[config.mk]
export PLATFORM = sky130hd
export DESIGN_NAME = animated_image_container_validator
export DESIGN_NICKNAME = d
export VERILOG_FILES = /design/src/aicv_pkg.sv /design/src/aicv_parser.sv /design/src/aicv_out_fifo.sv /design/src/animated_image_container_validator.sv
export SDC_FILE = /design/constraint.sdc
export NUM_CORES = 2
export LEC_CHECK = 0
export BUFFER_PORTS_ARGS = -buffer_cell sky130_fd_sc_hd__buf_2
export CORE_UTILIZATION = 45
export DETAILED_ROUTE_END_ITERATION = 10
export MAX_ROUTING_LAYER = met4
export SLEW_MARGIN = 20
export SYNTH_ARGS = -nofsm -noshare
export SYNTH_HDL_FRONTEND = slang
export SYNTH_SLANG_ARGS = --single-unit
[constraint.sdc]
create_clock -name clock -period 30.5 [get_ports clock]
set_input_delay 9.15 -clock clock [delete_from_list [all_inputs] [get_ports clock]]
set_output_delay 9.15 -clock clock [all_outputs]
set_load 0.005 [all_outputs]
[src/aicv_pkg.sv]
// Shared types, constants and helpers for the animated image container validator.
`default_nettype none
package aicv_pkg;

   localparam int LENGTH_BYTES      = 8;
   localparam int DATE_BYTES        = 6;
   localparam int PIXEL_BYTES       = 3;
   localparam int MAIN_HEADER_BYTES = 20;
   localparam int MAGIC_BYTES       = 4;
   localparam int FIFO_DEPTH        = 4;

   localparam logic [7:0] ID_HEADER  = 8'd1;
   localparam logic [7:0] ID_CREDITS = 8'd2;
   localparam logic [7:0] ID_ANIM    = 8'd3;
   localparam logic [7:0] CHAR_NL    = 8'h0A;
   localparam logic [7:0] CHAR_NUL   = 8'h00;

   localparam logic [1:0] KIND_PIXEL  = 2'd0;
   localparam logic [1:0] KIND_ACCEPT = 2'd1;
   localparam logic [1:0] KIND_ERROR  = 2'd2;

   localparam logic [3:0] E_HTYPE    = 4'd0;
   localparam logic [3:0] E_BLOCKLEN = 4'd1;
   localparam logic [3:0] E_MAGIC    = 4'd2;
   localparam logic [3:0] E_HSIZE    = 4'd3;
   localparam logic [3:0] E_BTYPE    = 4'd4;
   localparam logic [3:0] E_CREATOR  = 4'd5;
   localparam logic [3:0] E_MANY     = 4'd6;
   localparam logic [3:0] E_IHDR     = 4'd7;
   localparam logic [3:0] E_CONTENT  = 4'd8;
   localparam logic [3:0] E_MISMATCH = 4'd9;
   localparam logic [3:0] E_CAPTION  = 4'd10;
   localparam logic [3:0] E_TAG      = 4'd11;
   localparam logic [3:0] E_HDREND   = 4'd12;
   localparam logic [3:0] E_TRUNC    = 4'd13;
   localparam logic [3:0] E_FEW      = 4'd14;

   localparam logic [2:0] CSR_FILE_LENGTH  = 3'd0;
   localparam logic [2:0] CSR_MAX_CREATOR  = 3'd1;
   localparam logic [2:0] CSR_MAX_IHEADER  = 3'd2;
   localparam logic [2:0] CSR_MAX_CONTENT  = 3'd3;
   localparam logic [2:0] CSR_MAX_CAPTION  = 3'd4;
   localparam logic [2:0] CSR_MAX_TAG      = 3'd5;

   typedef struct packed {
      logic [7:0] byte_value;
      logic       is_final;
   } req_type;

   typedef struct packed {
      logic [1:0]  kind;
      logic [3:0]  error_code;
      logic [15:0] image_index;
      logic [7:0]  red;
      logic [7:0]  green;
      logic [7:0]  blue;
      logic [31:0] image_width;
      logic [31:0] image_height;
      logic [15:0] images_found;
      logic        end_of_file;
   } rsp_type;

   typedef struct packed {
      logic [31:0] file_length;
      logic [15:0] max_creator_length;
      logic [15:0] max_image_header_size;
      logic [31:0] max_image_content_size;
      logic [15:0] max_caption_length;
      logic [15:0] max_tag_length;
   } cfg_type;

   function automatic logic [7:0] main_magic(input logic [1:0] idx);
      logic [7:0] r;
      case (idx)
         2'd0:    r = 8'h43;
         2'd1:    r = 8'h41;
         default: r = 8'h46;
      endcase
      return r;
   endfunction

   function automatic logic [7:0] image_magic(input logic [1:0] idx);
      logic [7:0] r;
      case (idx)
         2'd0:    r = 8'h43;
         2'd1:    r = 8'h49;
         default: r = 8'h46;
      endcase
      return r;
   endfunction

endpackage
`default_nettype wire

[src/aicv_parser.sv]
// Byte parser: container structure, limit checks and result generation.
`default_nettype none
module aicv_parser (
   input  wire                   clock,
   input  wire                   reset,
   input  wire                   in_accept,
   input  aicv_pkg::req_type     in_data,
   input  aicv_pkg::cfg_type     cfg,
   output logic [1:0]            push_count,
   output aicv_pkg::rsp_type     push_first,
   output aicv_pkg::rsp_type     push_second
);

   typedef enum logic [4:0] {
      PH_HTYPE, PH_HLEN, PH_MAGIC, PH_HSIZE, PH_HCOUNT, PH_BOUND, PH_BLEN,
      PH_DATE, PH_CLEN, PH_CREATOR, PH_DUR, PH_IMAGIC, PH_IHSIZE, PH_ICSIZE,
      PH_IW, PH_IH, PH_CAPTION, PH_TAG, PH_PIXEL, PH_DRAIN
   } phase_type;

   phase_type   phase_ff, phase_in;
   logic [3:0]  cnt_ff, cnt_in;
   logic [63:0] acc_ff, acc_in;
   logic [31:0] offset_ff, offset_in;
   logic [7:0]  btype_ff, btype_in;
   logic [63:0] declared_ff, declared_in;
   logic [15:0] seen_ff, seen_in;
   logic [32:0] hend_ff, hend_in;
   logic [31:0] content_ff, content_in;
   logic [31:0] wlo_ff, wlo_in;
   logic        whi_ff, whi_in;
   logic        hhi_ff, hhi_in;
   logic [63:0] prod_ff, prod_in;
   logic [31:0] width_ff, width_in;
   logic [31:0] height_ff, height_in;
   logic [15:0] strcnt_ff, strcnt_in;
   logic [31:0] pixleft_ff, pixleft_in;
   logic [1:0]  pixphase_ff, pixphase_in;
   logic [15:0] partial_ff, partial_in;
   logic        err_ff, err_in;
   logic [3:0]  code_ff, code_in;
   logic        clear_run;

   logic [7:0]  b;
   logic        fin;
   logic [32:0] pos1;
   logic [32:0] fl33;
   logic [63:0] v;
   logic        gdone;
   logic [31:0] remain;
   logic        len_bad;
   logic        e;
   logic [3:0]  ecode;
   logic        pix_emit;
   logic        stat_emit;
   logic [1:0]  stat_kind;
   logic [3:0]  stat_code;
   logic        stat_eof;
   logic [7:0]  pix_blue;
   logic        term;
   logic        is_cap;
   logic [15:0] lim;
   logic        h_hi;
   logic        w_zero;
   logic        h_zero;
   logic [33:0] triple;
   logic        match;
   logic [39:0] part;
   logic [15:0] sdec;
   logic [63:0] seen64;

   always_comb begin
      b      = in_data.byte_value;
      fin    = in_data.is_final;
      pos1   = {1'b0, offset_ff} + 33'd1;
      fl33   = {1'b0, cfg.file_length};
      v      = acc_ff | ({56'd0, b} << {cnt_ff[2:0], 3'b000});
      gdone  = (cnt_ff[2:0] == 3'(aicv_pkg::LENGTH_BYTES - 1));
      remain = cfg.file_length - offset_ff - 32'd1;
      len_bad = (v[63:32] != 32'd0) || (v[31:0] > remain);
      is_cap = (phase_ff == PH_CAPTION);
      term   = is_cap ? (b == aicv_pkg::CHAR_NL) : (b == aicv_pkg::CHAR_NUL);
      lim    = is_cap ? cfg.max_caption_length : cfg.max_tag_length;
      h_hi   = hhi_ff || (b != 8'd0);
      w_zero = (wlo_ff == 32'd0) && !whi_ff;
      h_zero = (v[31:0] == 32'd0) && !h_hi;
      triple = {prod_ff[31:0], 1'b0} + {2'b00, prod_ff[31:0]};
      if (w_zero || h_zero) begin
         match = (content_ff == 32'd0);
      end else begin
         match = !whi_ff && !h_hi && (prod_ff[63:32] == 32'd0)
                 && (triple == {2'b00, content_ff});
      end
      part   = {8'd0, wlo_ff} * {32'd0, b};
      sdec   = (strcnt_ff != 16'd0) ? strcnt_ff - 16'd1 : 16'd0;
      seen64 = {48'd0, seen_ff};

      phase_in    = phase_ff;
      cnt_in      = cnt_ff;
      acc_in      = acc_ff;
      offset_in   = offset_ff;
      btype_in    = btype_ff;
      declared_in = declared_ff;
      seen_in     = seen_ff;
      hend_in     = hend_ff;
      content_in  = content_ff;
      wlo_in      = wlo_ff;
      whi_in      = whi_ff;
      hhi_in      = hhi_ff;
      prod_in     = prod_ff;
      width_in    = width_ff;
      height_in   = height_ff;
      strcnt_in   = strcnt_ff;
      pixleft_in  = pixleft_ff;
      pixphase_in = pixphase_ff;
      partial_in  = partial_ff;
      err_in      = err_ff;
      code_in     = code_ff;
      clear_run   = 1'b0;
      e           = 1'b0;
      ecode       = aicv_pkg::E_HTYPE;
      pix_emit    = 1'b0;
      pix_blue    = b;
      stat_emit   = 1'b0;
      stat_kind   = aicv_pkg::KIND_ACCEPT;
      stat_code   = aicv_pkg::E_HTYPE;
      stat_eof    = 1'b0;

      // shared little-endian length gathering
      case (phase_ff)
         PH_HLEN, PH_HSIZE, PH_HCOUNT, PH_BLEN, PH_CLEN, PH_DUR, PH_IHSIZE,
         PH_ICSIZE, PH_IW, PH_IH: begin
            acc_in = gdone ? 64'd0 : v;
            cnt_in = gdone ? 4'd0 : cnt_ff + 4'd1;
         end
         default: ;
      endcase

      if (err_ff) begin
         if (fin) begin
            stat_emit = 1'b1;
            stat_kind = aicv_pkg::KIND_ERROR;
            stat_code = code_ff;
            stat_eof  = 1'b1;
            clear_run = 1'b1;
         end
      end else begin
         if (offset_ff >= cfg.file_length) begin
            e     = 1'b1;
            ecode = aicv_pkg::E_TRUNC;
         end else begin
            offset_in = pos1[31:0];
            unique case (phase_ff)
               PH_HTYPE: begin
                  if (b != aicv_pkg::ID_HEADER) begin
                     e = 1'b1; ecode = aicv_pkg::E_HTYPE;
                  end else begin
                     phase_in = PH_HLEN;
                  end
               end
               PH_HLEN: begin
                  if (gdone) begin
                     if (len_bad) begin
                        e = 1'b1; ecode = aicv_pkg::E_BLOCKLEN;
                     end else begin
                        phase_in = PH_MAGIC;
                     end
                  end
               end
               PH_MAGIC, PH_IMAGIC: begin
                  if (phase_ff == PH_IMAGIC && cnt_ff == 4'd0) hend_in = {1'b0, offset_ff};
                  if (b != ((phase_ff == PH_MAGIC) ? aicv_pkg::main_magic(cnt_ff[1:0])
                                                   : aicv_pkg::image_magic(cnt_ff[1:0])))
                  begin
                     e = 1'b1; ecode = aicv_pkg::E_MAGIC;
                  end else if (cnt_ff == 4'(aicv_pkg::MAGIC_BYTES - 1)) begin
                     cnt_in   = 4'd0;
                     phase_in = (phase_ff == PH_MAGIC) ? PH_HSIZE : PH_IHSIZE;
                  end else begin
                     cnt_in = cnt_ff + 4'd1;
                  end
               end
               PH_HSIZE: begin
                  if (gdone) begin
                     if (v != 64'(aicv_pkg::MAIN_HEADER_BYTES)) begin
                        e = 1'b1; ecode = aicv_pkg::E_HSIZE;
                     end else begin
                        phase_in = PH_HCOUNT;
                     end
                  end
               end
               PH_HCOUNT: begin
                  if (gdone) begin
                     declared_in = v;
                     phase_in    = PH_BOUND;
                  end
               end
               PH_BOUND: begin
                  if (pos1 != fl33) begin
                     btype_in = b;
                     phase_in = PH_BLEN;
                  end
               end
               PH_BLEN: begin
                  if (gdone) begin
                     if (len_bad) begin
                        e = 1'b1; ecode = aicv_pkg::E_BLOCKLEN;
                     end else if (btype_ff == aicv_pkg::ID_CREDITS) begin
                        phase_in = (aicv_pkg::DATE_BYTES > 0) ? PH_DATE : PH_CLEN;
                     end else if (btype_ff == aicv_pkg::ID_ANIM) begin
                        if (seen64 >= declared_ff) begin
                           e = 1'b1; ecode = aicv_pkg::E_MANY;
                        end else begin
                           if (seen_ff != 16'hFFFF) seen_in = seen_ff + 16'd1;
                           phase_in = PH_DUR;
                        end
                     end else begin
                        e = 1'b1; ecode = aicv_pkg::E_BTYPE;
                     end
                  end
               end
               PH_DATE: begin
                  if (cnt_ff >= 4'(aicv_pkg::DATE_BYTES - 1)) begin
                     cnt_in   = 4'd0;
                     phase_in = PH_CLEN;
                  end else begin
                     cnt_in = cnt_ff + 4'd1;
                  end
               end
               PH_CLEN: begin
                  if (gdone) begin
                     if (v > {48'd0, cfg.max_creator_length}) begin
                        e = 1'b1; ecode = aicv_pkg::E_CREATOR;
                     end else begin
                        strcnt_in = v[15:0];
                        phase_in  = (v != 64'd0) ? PH_CREATOR : PH_BOUND;
                     end
                  end
               end
               PH_CREATOR: begin
                  strcnt_in = sdec;
                  if (sdec == 16'd0) phase_in = PH_BOUND;
               end
               PH_DUR: begin
                  if (gdone) phase_in = PH_IMAGIC;
               end
               PH_IHSIZE: begin
                  if (gdone) begin
                     if (v > {48'd0, cfg.max_image_header_size}) begin
                        e = 1'b1; ecode = aicv_pkg::E_IHDR;
                     end else begin
                        hend_in  = hend_ff + {17'd0, v[15:0]};
                        phase_in = PH_ICSIZE;
                     end
                  end
               end
               PH_ICSIZE: begin
                  if (gdone) begin
                     if (v > {32'd0, cfg.max_image_content_size}) begin
                        e = 1'b1; ecode = aicv_pkg::E_CONTENT;
                     end else begin
                        content_in = v[31:0];
                        phase_in   = PH_IW;
                     end
                  end
               end
               PH_IW: begin
                  if (gdone) begin
                     wlo_in   = v[31:0];
                     whi_in   = (v[63:32] != 32'd0);
                     hhi_in   = 1'b0;
                     prod_in  = 64'd0;
                     phase_in = PH_IH;
                  end
               end
               PH_IH: begin
                  // build width * height one height byte at a time
                  if (cnt_ff < 4'd4) begin
                     prod_in = prod_ff + ({24'd0, part} << {cnt_ff[1:0], 3'b000});
                  end else begin
                     hhi_in = h_hi;
                  end
                  if (gdone) begin
                     if (!match) begin
                        e = 1'b1; ecode = aicv_pkg::E_MISMATCH;
                     end else begin
                        width_in   = wlo_ff;
                        height_in  = v[31:0];
                        pixleft_in = prod_ff[31:0];
                        strcnt_in  = 16'd0;
                        phase_in   = PH_CAPTION;
                     end
                  end
               end
               PH_CAPTION, PH_TAG: begin
                  if (term) begin
                     strcnt_in = 16'd0;
                     if (pos1 == hend_ff) begin
                        pixphase_in = 2'd0;
                        phase_in    = (pixleft_ff != 32'd0) ? PH_PIXEL : PH_BOUND;
                     end else if (pos1 > hend_ff) begin
                        e = 1'b1; ecode = aicv_pkg::E_HDREND;
                     end else begin
                        phase_in = PH_TAG;
                     end
                  end else if (({1'b0, offset_ff} > hend_ff) || (strcnt_ff > lim)) begin
                     e = 1'b1; ecode = is_cap ? aicv_pkg::E_CAPTION : aicv_pkg::E_TAG;
                  end else begin
                     strcnt_in = strcnt_ff + 16'd1;
                  end
               end
               PH_PIXEL: begin
                  if (pixphase_ff == 2'd0) begin
                     partial_in  = {8'd0, b};
                     pixphase_in = 2'd1;
                  end else if (pixphase_ff == 2'd1) begin
                     partial_in  = {b, partial_ff[7:0]};
                     pixphase_in = 2'd2;
                  end else begin
                     pix_emit    = 1'b1;
                     pixphase_in = 2'd0;
                     pixleft_in  = pixleft_ff - 32'd1;
                     if (pixleft_ff == 32'd1) phase_in = PH_BOUND;
                  end
               end
               PH_DRAIN: ;
               default: ;
            endcase
         end

         if (!e && fin) begin
            if (phase_in != PH_BOUND || pos1 != fl33) begin
               e = 1'b1; ecode = aicv_pkg::E_TRUNC;
            end else if ({48'd0, seen_in} < declared_in) begin
               e = 1'b1; ecode = aicv_pkg::E_FEW;
            end else begin
               stat_emit = 1'b1;
               stat_kind = aicv_pkg::KIND_ACCEPT;
               stat_eof  = 1'b1;
               clear_run = 1'b1;
            end
         end
         if (e) begin
            err_in    = 1'b1;
            code_in   = ecode;
            stat_emit = 1'b1;
            stat_kind = aicv_pkg::KIND_ERROR;
            stat_code = ecode;
            stat_eof  = fin;
            if (fin) clear_run = 1'b1;
            else phase_in = PH_DRAIN;
         end
      end
   end

   // pixel first, then status
   always_comb begin
      aicv_pkg::rsp_type pix;
      aicv_pkg::rsp_type stat;
      pix.kind         = aicv_pkg::KIND_PIXEL;
      pix.error_code   = 4'd0;
      pix.image_index  = seen_in - 16'd1;
      pix.red          = partial_ff[7:0];
      pix.green        = partial_ff[15:8];
      pix.blue         = pix_blue;
      pix.image_width  = width_in;
      pix.image_height = height_in;
      pix.images_found = seen_in;
      pix.end_of_file  = 1'b0;
      stat.kind         = stat_kind;
      stat.error_code   = (stat_kind == aicv_pkg::KIND_ERROR) ? stat_code : 4'd0;
      stat.image_index  = 16'd0;
      stat.red          = 8'd0;
      stat.green        = 8'd0;
      stat.blue         = 8'd0;
      stat.image_width  = width_in;
      stat.image_height = height_in;
      stat.images_found = seen_in;
      stat.end_of_file  = stat_eof;
      push_first  = pix_emit ? pix : stat;
      push_second = stat;
      if (!in_accept) push_count = 2'd0;
      else push_count = {1'b0, pix_emit} + {1'b0, stat_emit};
   end

   always_ff @(posedge clock) begin
      if (reset || (in_accept && clear_run)) begin
         phase_ff    <= PH_HTYPE;
         cnt_ff      <= '0;
         acc_ff      <= '0;
         offset_ff   <= '0;
         btype_ff    <= '0;
         declared_ff <= '0;
         seen_ff     <= '0;
         hend_ff     <= '0;
         content_ff  <= '0;
         wlo_ff      <= '0;
         whi_ff      <= 1'b0;
         hhi_ff      <= 1'b0;
         prod_ff     <= '0;
         width_ff    <= '0;
         height_ff   <= '0;
         strcnt_ff   <= '0;
         pixleft_ff  <= '0;
         pixphase_ff <= '0;
         partial_ff  <= '0;
         err_ff      <= 1'b0;
         code_ff     <= '0;
      end else if (in_accept) begin
         phase_ff    <= phase_in;
         cnt_ff      <= cnt_in;
         acc_ff      <= acc_in;
         offset_ff   <= offset_in;
         btype_ff    <= btype_in;
         declared_ff <= declared_in;
         seen_ff     <= seen_in;
         hend_ff     <= hend_in;
         content_ff  <= content_in;
         wlo_ff      <= wlo_in;
         whi_ff      <= whi_in;
         hhi_ff      <= hhi_in;
         prod_ff     <= prod_in;
         width_ff    <= width_in;
         height_ff   <= height_in;
         strcnt_ff   <= strcnt_in;
         pixleft_ff  <= pixleft_in;
         pixphase_ff <= pixphase_in;
         partial_ff  <= partial_in;
         err_ff      <= err_in;
         code_ff     <= code_in;
      end
   end

endmodule
`default_nettype wire

[src/aicv_out_fifo.sv]
// Small result queue taking up to two results per cycle and giving one per cycle while the output is not stalled.
`default_nettype none
module aicv_out_fifo (
   input  wire                   clock,
   input  wire                   reset,
   input  wire [1:0]             push_count,
   input  aicv_pkg::rsp_type     push_first,
   input  aicv_pkg::rsp_type     push_second,
   output logic                  room_for_two,
   output logic                  out_valid,
   input  wire                   out_stall,
   output aicv_pkg::rsp_type     out_data
);

   localparam int PW = $clog2(aicv_pkg::FIFO_DEPTH);

   aicv_pkg::rsp_type entry_ff [aicv_pkg::FIFO_DEPTH];
   logic [PW-1:0] wr_ff, wr_in;
   logic [PW-1:0] rd_ff, rd_in;
   logic [PW:0]   count_ff, count_in;
   logic          pop;
   logic [PW-1:0] wr_next;

   always_comb begin
      out_valid    = (count_ff != '0);
      pop          = out_valid && !out_stall;
      wr_next      = wr_ff + PW'(1);
      wr_in        = wr_ff + PW'(push_count);
      rd_in        = pop ? rd_ff + PW'(1) : rd_ff;
      count_in     = count_ff + (PW+1)'(push_count) - (PW+1)'(pop);
      out_data     = entry_ff[rd_ff];
      room_for_two = (count_ff <= (PW+1)'(aicv_pkg::FIFO_DEPTH - 2));
   end

   always_ff @(posedge clock) begin
      if (push_count != 2'd0) entry_ff[wr_ff] <= push_first;
      if (push_count == 2'd2) entry_ff[wr_next] <= push_second;
   end

   always_ff @(posedge clock) begin
      if (reset) begin
         wr_ff    <= '0;
         rd_ff    <= '0;
         count_ff <= '0;
      end else begin
         wr_ff    <= wr_in;
         rd_ff    <= rd_in;
         count_ff <= count_in;
      end
   end

endmodule
`default_nettype wire

[src/animated_image_container_validator.sv]
// Top level: control registers, byte parser and result queue.
// A result is written into the result queue when the byte that causes it is accepted.
// Throughput: one byte per cycle while req_stall is low; each byte yields at most two results (pixel, status).
// req_stall rises only while the four-entry result queue cannot take two more results.
// Reset (synchronous, active high) clears parser state and the queue and restores
// the register defaults; after each status that ends a file the parser restarts.
`default_nettype none
module animated_image_container_validator (
   input  wire                   clock,
   input  wire                   reset,
   input  wire                   req_valid,
   output logic                  req_stall,
   input  aicv_pkg::req_type     req_data,
   output logic                  rsp_valid,
   input  wire                   rsp_stall,
   output aicv_pkg::rsp_type     rsp_data,
   input  wire                   csr_write_enable,
   input  wire [2:0]             csr_index,
   input  wire [31:0]            csr_write_data
);

   aicv_pkg::cfg_type cfg_ff;
   aicv_pkg::rsp_type push_first;
   aicv_pkg::rsp_type push_second;
   logic [1:0]        push_count;
   logic              room_for_two;
   logic              req_accept;

   assign req_stall  = !room_for_two;
   assign req_accept = req_valid && room_for_two;

   always_ff @(posedge clock) begin
      if (reset) begin
         cfg_ff.file_length            <= 32'd0;
         cfg_ff.max_creator_length     <= 16'd256;
         cfg_ff.max_image_header_size  <= 16'd4096;
         cfg_ff.max_image_content_size <= 32'd16777216;
         cfg_ff.max_caption_length     <= 16'd1024;
         cfg_ff.max_tag_length         <= 16'd1024;
      end else if (csr_write_enable) begin
         unique case (csr_index)
            aicv_pkg::CSR_FILE_LENGTH: cfg_ff.file_length <= csr_write_data;
            aicv_pkg::CSR_MAX_CREATOR: cfg_ff.max_creator_length <= csr_write_data[15:0];
            aicv_pkg::CSR_MAX_IHEADER: cfg_ff.max_image_header_size <= csr_write_data[15:0];
            aicv_pkg::CSR_MAX_CONTENT: cfg_ff.max_image_content_size <= csr_write_data;
            aicv_pkg::CSR_MAX_CAPTION: cfg_ff.max_caption_length <= csr_write_data[15:0];
            aicv_pkg::CSR_MAX_TAG:     cfg_ff.max_tag_length <= csr_write_data[15:0];
            default: ;
         endcase
      end
   end

   aicv_parser u_parser (
      .clock       (clock),
      .reset       (reset),
      .in_accept   (req_accept),
      .in_data     (req_data),
      .cfg         (cfg_ff),
      .push_count  (push_count),
      .push_first  (push_first),
      .push_second (push_second)
   );

   aicv_out_fifo u_out_fifo (
      .clock        (clock),
      .reset        (reset),
      .push_count   (push_count),
      .push_first   (push_first),
      .push_second  (push_second),
      .room_for_two (room_for_two),
      .out_valid    (rsp_valid),
      .out_stall    (rsp_stall),
      .out_data     (rsp_data)
   );

endmodule
`default_nettype wire

### Yosys cells after proc, flatten, opt, wreduce, memory -nomap -nowiden

Memories as Yosys holds them, arrays and structs flattened. A register that Yosys moved wholly into a read port is not among the register bits.
Index checks and enable logic that the tools add are counted.

| storage, ports and cells | value |
|---|---|
| register bits | 626 |
| RAM bits | 508 |
| output and inout bits | 129 |
| memories | 1 |

Memories:

| name | words | width | rd ports | clocked after Yosys merged registers in | wr ports | RTL line | RTL |
|---|---|---|---|---|---|---|---|
| u_out_fifo.entry_ff | 4 | 127 | 1 | 1 | 2 | aicv_out_fifo.sv:17 | `aicv_pkg::rsp_type entry_ff [aicv_pkg::FIFO_DEPTH];` |

| operators by class | value |
|---|---|
| add/sub/neg operators | 18 |
| $mul | 1 |
| magnitude comparators | 13 |
| equality and inequality tests | 56 |
| shift operators | 2 |
| mux-type cells | 206 |
| bitwise operators | 4 |
| reductions and logical operators | 69 |

Operators by type and width:

| kind | count |
|---|---|
| 32-bit 2-to-1 mux | 14 |
| 64-bit 2-to-1 mux | 7 |
| 16-bit 2-to-1 mux | 20 |
| 5-bit 2-to-1 mux | 37 |
| 64-bit by 16-bit greater-than comparator with 1-bit output | 2 |
| 32-bit logical NOT | 4 |
| 4-bit 2-to-1 mux | 32 |
| 64-bit case mux with 2 select lines | 1 |
| 127-bit 2-to-1 mux | 1 |
| 33-bit 2-to-1 mux | 3 |
| 5-bit case mux with 17 select lines | 1 |
| 33-bit case mux with 2 select lines | 1 |
| 64-bit adder | 1 |
| 16-bit by 64-bit >= comparator with 1-bit output | 1 |
| 64-bit by 32-bit greater-than comparator with 1-bit output | 1 |
| 16-bit by 64-bit < comparator with 1-bit output | 1 |
| 64-bit by 5-bit != test with 1-bit output (second input constant) | 1 |
| 64-bit OR | 1 |
| 16-bit case mux with 4 select lines | 1 |
| 32-bit case mux with 2 select lines | 1 |
| 32-bit nonzero test | 2 |
| 64-bit nonzero test | 1 |
| 40-bit by 5-bit << shifter with 64-bit output | 1 |
| 8-bit by 6-bit << shifter with 64-bit output | 1 |
| other kinds (80) | 233 |

### Depth between registers and ports, before layout

| depth | value |
|---|---|
| word-level depth | 24 |
| gate-level depth with buffers | 42 |

### By module

Synthesis repeated with hierarchy kept, for this count alone.

| second synthesis, totals | value |
|---|---|
| cell total of the unflattened synthesis | 8236 |
| area, all modules | 78795.6 um^2 |

Modules (own cells, without submodules):

| module | times used | cells an instance | area an instance (um^2) | sequential area each (um^2) |
|---|---|---|---|---|
| aicv_parser | 1 | 6489 | 48534.0 | 9829.4 |
| aicv_out_fifo | 1 | 1283 | 25149.1 | 15434.8 |
| animated_image_container_validator | 1 | 464 | 5112.4 | 2562.5 |

### Worst setup path after synthesis

No wires, ideal clock.

| timing | value |
|---|---|
| kind | input port to flip-flop |
| start point | in req_data[3] in the netlist's numbering |
| end point | reg u_parser.prod_ff[62] |
| library setup time | 117 ps |
| arrival | 17064 ps |
| path slack | 13319 ps |
| stages | 35 |
| buffers on the path | 3 |
| path through | clkbuf_1 -> clkbuf_1 -> clkbuf_1 -> and2_1 -> fa_1 -> fa_1 -> fa_1 -> fa_1 -> ha_1 -> a21o_1 -> a21o_1 -> a21o_1 -> a21oi_1 -> o2111ai_1 -> o21ai_0 -> a21oi_1 -> a211o_1 -> a31o_2 -> a21oi_1 -> xor2_1 -> mux2i_1 -> mux2_2 -> ha_1 -> a21o_1 -> a21o_1 -> a21o_1 -> nor3_1 -> nand2_1 -> a21oi_1 -> o31ai_1 -> a211oi_1 -> o21ai_0 -> a41o_1 -> or3_1 -> a32o_1 |

| between the ends | value |
|---|---|
| cells in the longest elaborated chain, start to end | 21 |
| elaborated cells between the ends (all ways) | 97 |

Ends and longest elaborated chain:

| what | RTL line | RTL |
|---|---|---|
| from (decl) | animated_image_container_validator.sv:13 | `input aicv_pkg::req_type req_data,` |
| branches (longest 21 deep; another with 64-bit adder) | -- |  |
| to (signal assigned) | aicv_parser.sv:421 | `prod_ff <= prod_in;` |
| to (decl) | aicv_parser.sv:32 | `logic [63:0] prod_ff, prod_in;` |

Parallel ways; which one is timed is not known. The select of a mux whose other input is x is not followed.
A chain may end at the register's enable or synchronous reset.

### Worst setup path after layout

| timing | value |
|---|---|
| start point | in req_data[7] in the netlist's numbering |
| end point | reg u_parser.prod_ff[62] |

The elaborated chain is that of the path after synthesis.

==> summary.log <==
[drt] antenna-violating nets left 0
[drt] total length of routed wires 238,400 um
[hold_path] start point of the worst hold path u_out_fifo.entry_ff[0][115]
[power] Max rail drop VDD 0.00006203 V
[logic_synthesis] share of synthesized area occupied by flip-flops and latches 36.20%
[sta] relative max-transition margin 12.78%
[drt] remaining design rule violation count 0
[clock_network] number of hold-repair buffers added at the cts stage 0
[logic_synthesis] mapped cell area 72,440 sq um
[logic_synthesis] synthesis warning total 0
[logic_synthesis] XOR/XNOR Fraction of Synth Area 3.549%
[clock_network] # clock sinks 1,136
[floorplan] die width 403.2 um
[sta] time the worst path needs with I/O delays and setup 17.67 ns
[sta] Final setup viols 0
[clock_network] clock tree from TritonCTS built
[floorplan] area of the core 159,100 sq um
[finish] commonest cells after routing, fill and taps aside 1,012 x nor2_1, 850 x nand2_1, 784 x dfxtp_1, 706 x a21oi_1, 474 x inv_1
[sta] Tcrit/Tclk final 57.94%
[logic_synthesis] area fraction in compound gates after synthesis 17.96%
[clock_network] clock buffer depth 3
[sta] setup TNS after final layout 0 ns
[logic_synthesis] Syn Nets 8,960
[place] detailed placer's ending HPWL 170,300 um
[logic_synthesis] number of unique standard cell types used by synthesis 102
[finish] fraction of final layout cells sized beyond drive strength 1 9.220%
[worst_setup_path] maximum net fanout on the critical path 47
[flow_run] count of max-cap constraint violations 0
[clock_network] post-CTS setup buffer count 0
[logic_synthesis] post-synthesis register bit count 1,136
[worst_setup_path] startpoint of the most critical register-to-register path u_parser.offset_ff[0]
[logic_synthesis] synthesized-area fraction occupied by adder cells 13.06%
[drt] number of vias after detailed routing 62,410
[clock_network] Root Buffer Master clkbuf_16
[worst_setup_path] endpoint arrival time on the critical path 18.34 ns
[hold_path] Endpoint, Worst Hold u_out_fifo.entry_ff[0][115]
[worst_setup_path] Critical Path Sink Type flop
[finish] filler instances 15,100
[sta] Max Clock Skew 0.05886 ns
[drt] DRC violation total after the first TritonRoute iteration 5,685
[logic_synthesis] FFs w/ async S/R, synth 0%
[logic_synthesis] simple-gate portion of the synthesized area 18.55%
[drt] Vias/cell 5.969
[worst_setup_path] FF-to-FF setup slack 20.26 ns
[worst_setup_path] sort of element at the start of the critical path input pin
[clock_network] clock insertion delay at the later pin of the skew report 0.81 ns
[global_routing] Global Route Usage Sum 29.69%
[sta] unrepaired setup endpoints after global routing false
[worst_setup_path] delay contributed by the slowest stage of the critical path 0.62 ns
[sta] highest clock frequency the design can meet 56.59 MHz
[clock_network] post_cts resized 0
[finish] layout net count 8,897
[global_routing] vias in the first global route 59,460
[floorplan] die area 162,600 sq um
[logic_synthesis] multiplexer area fraction after synthesis 5.442%
[run_status] outcome finished clean
[hold_path] worst min path class flop to flop
[finish] Final Util 50.21%
[power] leakage dissipation 31.50 nW
[floorplan] top-level port count 178
[global_routing] first-pass GRT wire length 365,400 um
[sta] endpoints failing hold 0
[worst_setup_path] capture instance of the worst register-to-register path u_parser.code_ff[0]
[worst_setup_path] required time at the worst-slack endpoint 31.17 ns
[place] placed instance count 10,210
[power] overall power 4.076 mW
[global_routing] overflow left after global routing 0
[floorplan] Cell Rows 146
[floorplan] Initial Utilization 45.53%
[finish] relative area change from synthesis to final layout 10.27%
[clock_network] clock-pin transition on the worst setup and hold timing paths 0.06 ns
[logic_synthesis] number of synthesized flops with an enable pin 348
[worst_setup_path] slowest stage cell on the critical path o31ai_1
[place] Port Buffers 177
[logic_synthesis] largest family of logic cells by synthesized area simple AND/OR/NAND/NOR gates
[worst_setup_path] Worst Reg2Reg Path Length in Cells 42
[clock_network] H-tree levels 4
[sta] hold slack final 0.4495 ns
[place] routability congestion estimate 0.9741
[power] Power Dens Cells 51.02 nW/um^2
[hold_path] hold-critical path depth 2
[sta] transition time at the pin with the least slew margin 1.290 ns
[logic_synthesis] mean instance size in the synthesized netlist 8.764 sq um
[clock_network] number of buffers inserted during clock tree synthesis 133
[drt] number of optimization iterations in the first detailed-route pass 6
[logic_synthesis] Post-synth top flop dfxtp_1
[floorplan] Die H 403.2 um
[worst_setup_path] category of the most critical setup path input pin to flop
[global_routing] maximum number of pins on one net before global-route repair 170
[finish] most common library cell in the layout ignoring fill and taps nor2_1
[sta] number of slew-limit violations in the final report 0
[logic_synthesis] number of standard cells after synthesis 8,266
[drt] WL/cell 22.81 um
[finish] Final Instance Count excl. Fillers 10,460
[global_routing] number of antenna violations at the first check in global routing 6
worst max-delay path, delay by kind of cell:
kind	cells	cell delay, ns
AO/OA/AOI/OAI	13	3.40
AND/OR/NAND/NOR	7	1.45
multiplexers	2	0.38
buffers and inverters	4	0.76
XOR/XNOR	1	0.12
adder cells (fa/ha/maj)	6	2.96
how the worst max path moves through the flow:
stage          depth (start not counted)  slack [ns]                    to         from
6_report                              33       12.83  u_parser.prod_ff[62]  req_data[7]
2_1_floorplan                         35       13.32  u_parser.prod_ff[62]  req_data[3]
4_1_cts                               33       13.00  u_parser.prod_ff[62]  req_data[7]
3_5_place_dp                          33       12.18  u_parser.prod_ff[62]  req_data[7]
5_1_grt                               33       12.15  u_parser.prod_ff[62]  req_data[7]
3_3_place_gp                          33       12.33  u_parser.prod_ff[62]  req_data[7]
layout make-up:
type,instances,area (sq um),area share (%)
inverters,480,1812,2.268
clock buffers,181,3674,4.599
repair buffers,320,1987,2.487
multi-input cells,6132,42640,53.38
flip-flops and latches,1136,26240,32.84
well taps,2146,2685,3.361
diodes,1,2.502,0.003133
clock inverters,59,845.8,1.059
cell families (layout without fill, tap and decap cells):
family,count (synthesis),count (layout)
flops,1136,1136
fa+ha+maj,645,645
compound gates,2042,2042
mux,232,232
buf+inv,998,1040
simple gates,2926,2926
xor+xnor,287,287
other cells,0,1
registers in the layout (all words and copies together), names as in the netlist, 8 cells and up, named ones only:
| signal | count |
|---|---|
| u_parser.pixleft_ff | 32 |
| u_parser.prod_ff | 64 |
| u_parser.acc_ff | 64 |
| u_parser.height_ff | 32 |
| u_parser.declared_ff | 64 |
| u_parser.seen_ff | 16 |
| u_parser.btype_ff | 8 |
| u_parser.strcnt_ff | 16 |
| u_parser.hend_ff | 33 |
| u_parser.content_ff | 32 |
| u_parser.width_ff | 32 |
| u_parser.partial_ff | 16 |
| cfg_ff | 128 |
| u_parser.offset_ff | 32 |
| u_parser.wlo_ff | 32 |
| u_out_fifo.entry_ff | 508 |
stage by stage:
| step | worst slack [ns] | cell area, sq um |
|---|---|---|
| floorplan | 13.32 | 72440 |
| global placement | 12.33 | 75340 |
| detailed placement | 12.18 | 75340 |
| CTS | 13.00 | 79860 |
| global route | 12.15 | 79880 |
| finish | 12.83 | 79880 |
cell usage after synthesis (54+ instances only):
master,n,area share (%)
nor2_1,1023,5.3
nand2_1,852,4.4
dfxtp_1,788,22
a21oi_1,713,4.9
inv_1,478,2.5
ha_1,460,7.9
clkbuf_1,437,2.3
o21ai_0,353,2.4
edfxtp_1,348,14
a211oi_1,221,2.3
xnor2_1,189,2.3
fa_1,185,5.1
nor3_1,184,1.3
nand3_1,170,1.2
and2_1,155,1.3
a22o_1,134,1.6
mux4_2,127,3.9
nand4_1,116,1.0
a21o_1,111,1.2
mux2i_1,92,1.3
xor2_1,92,1.1
nor4_1,88,0.76
nor2b_1,70,0.60
or3_1,60,0.52
a22oi_1,59,0.61
o21a_1,54,0.56
metal layers:
layer | wire, um | track usage, % | vias up
li1 | - | - | 29290
met4 | 7483 | 9.372 | 0
met3 | 15090 | 3.810 | 380
met2 | 107600 | 45.33 | 2189
met5 | 0 | - | -
met1 | 108300 | 40.88 | 30550
power by group:
part	leakage [nW]	internal (mW)	switching (mW)
sequential	9.78	1.63	0.0365
clock	2.17	0.931	0.706
combinational	19.5	0.272	0.501
No activity file was read; power rests on OpenSTA's default activity.
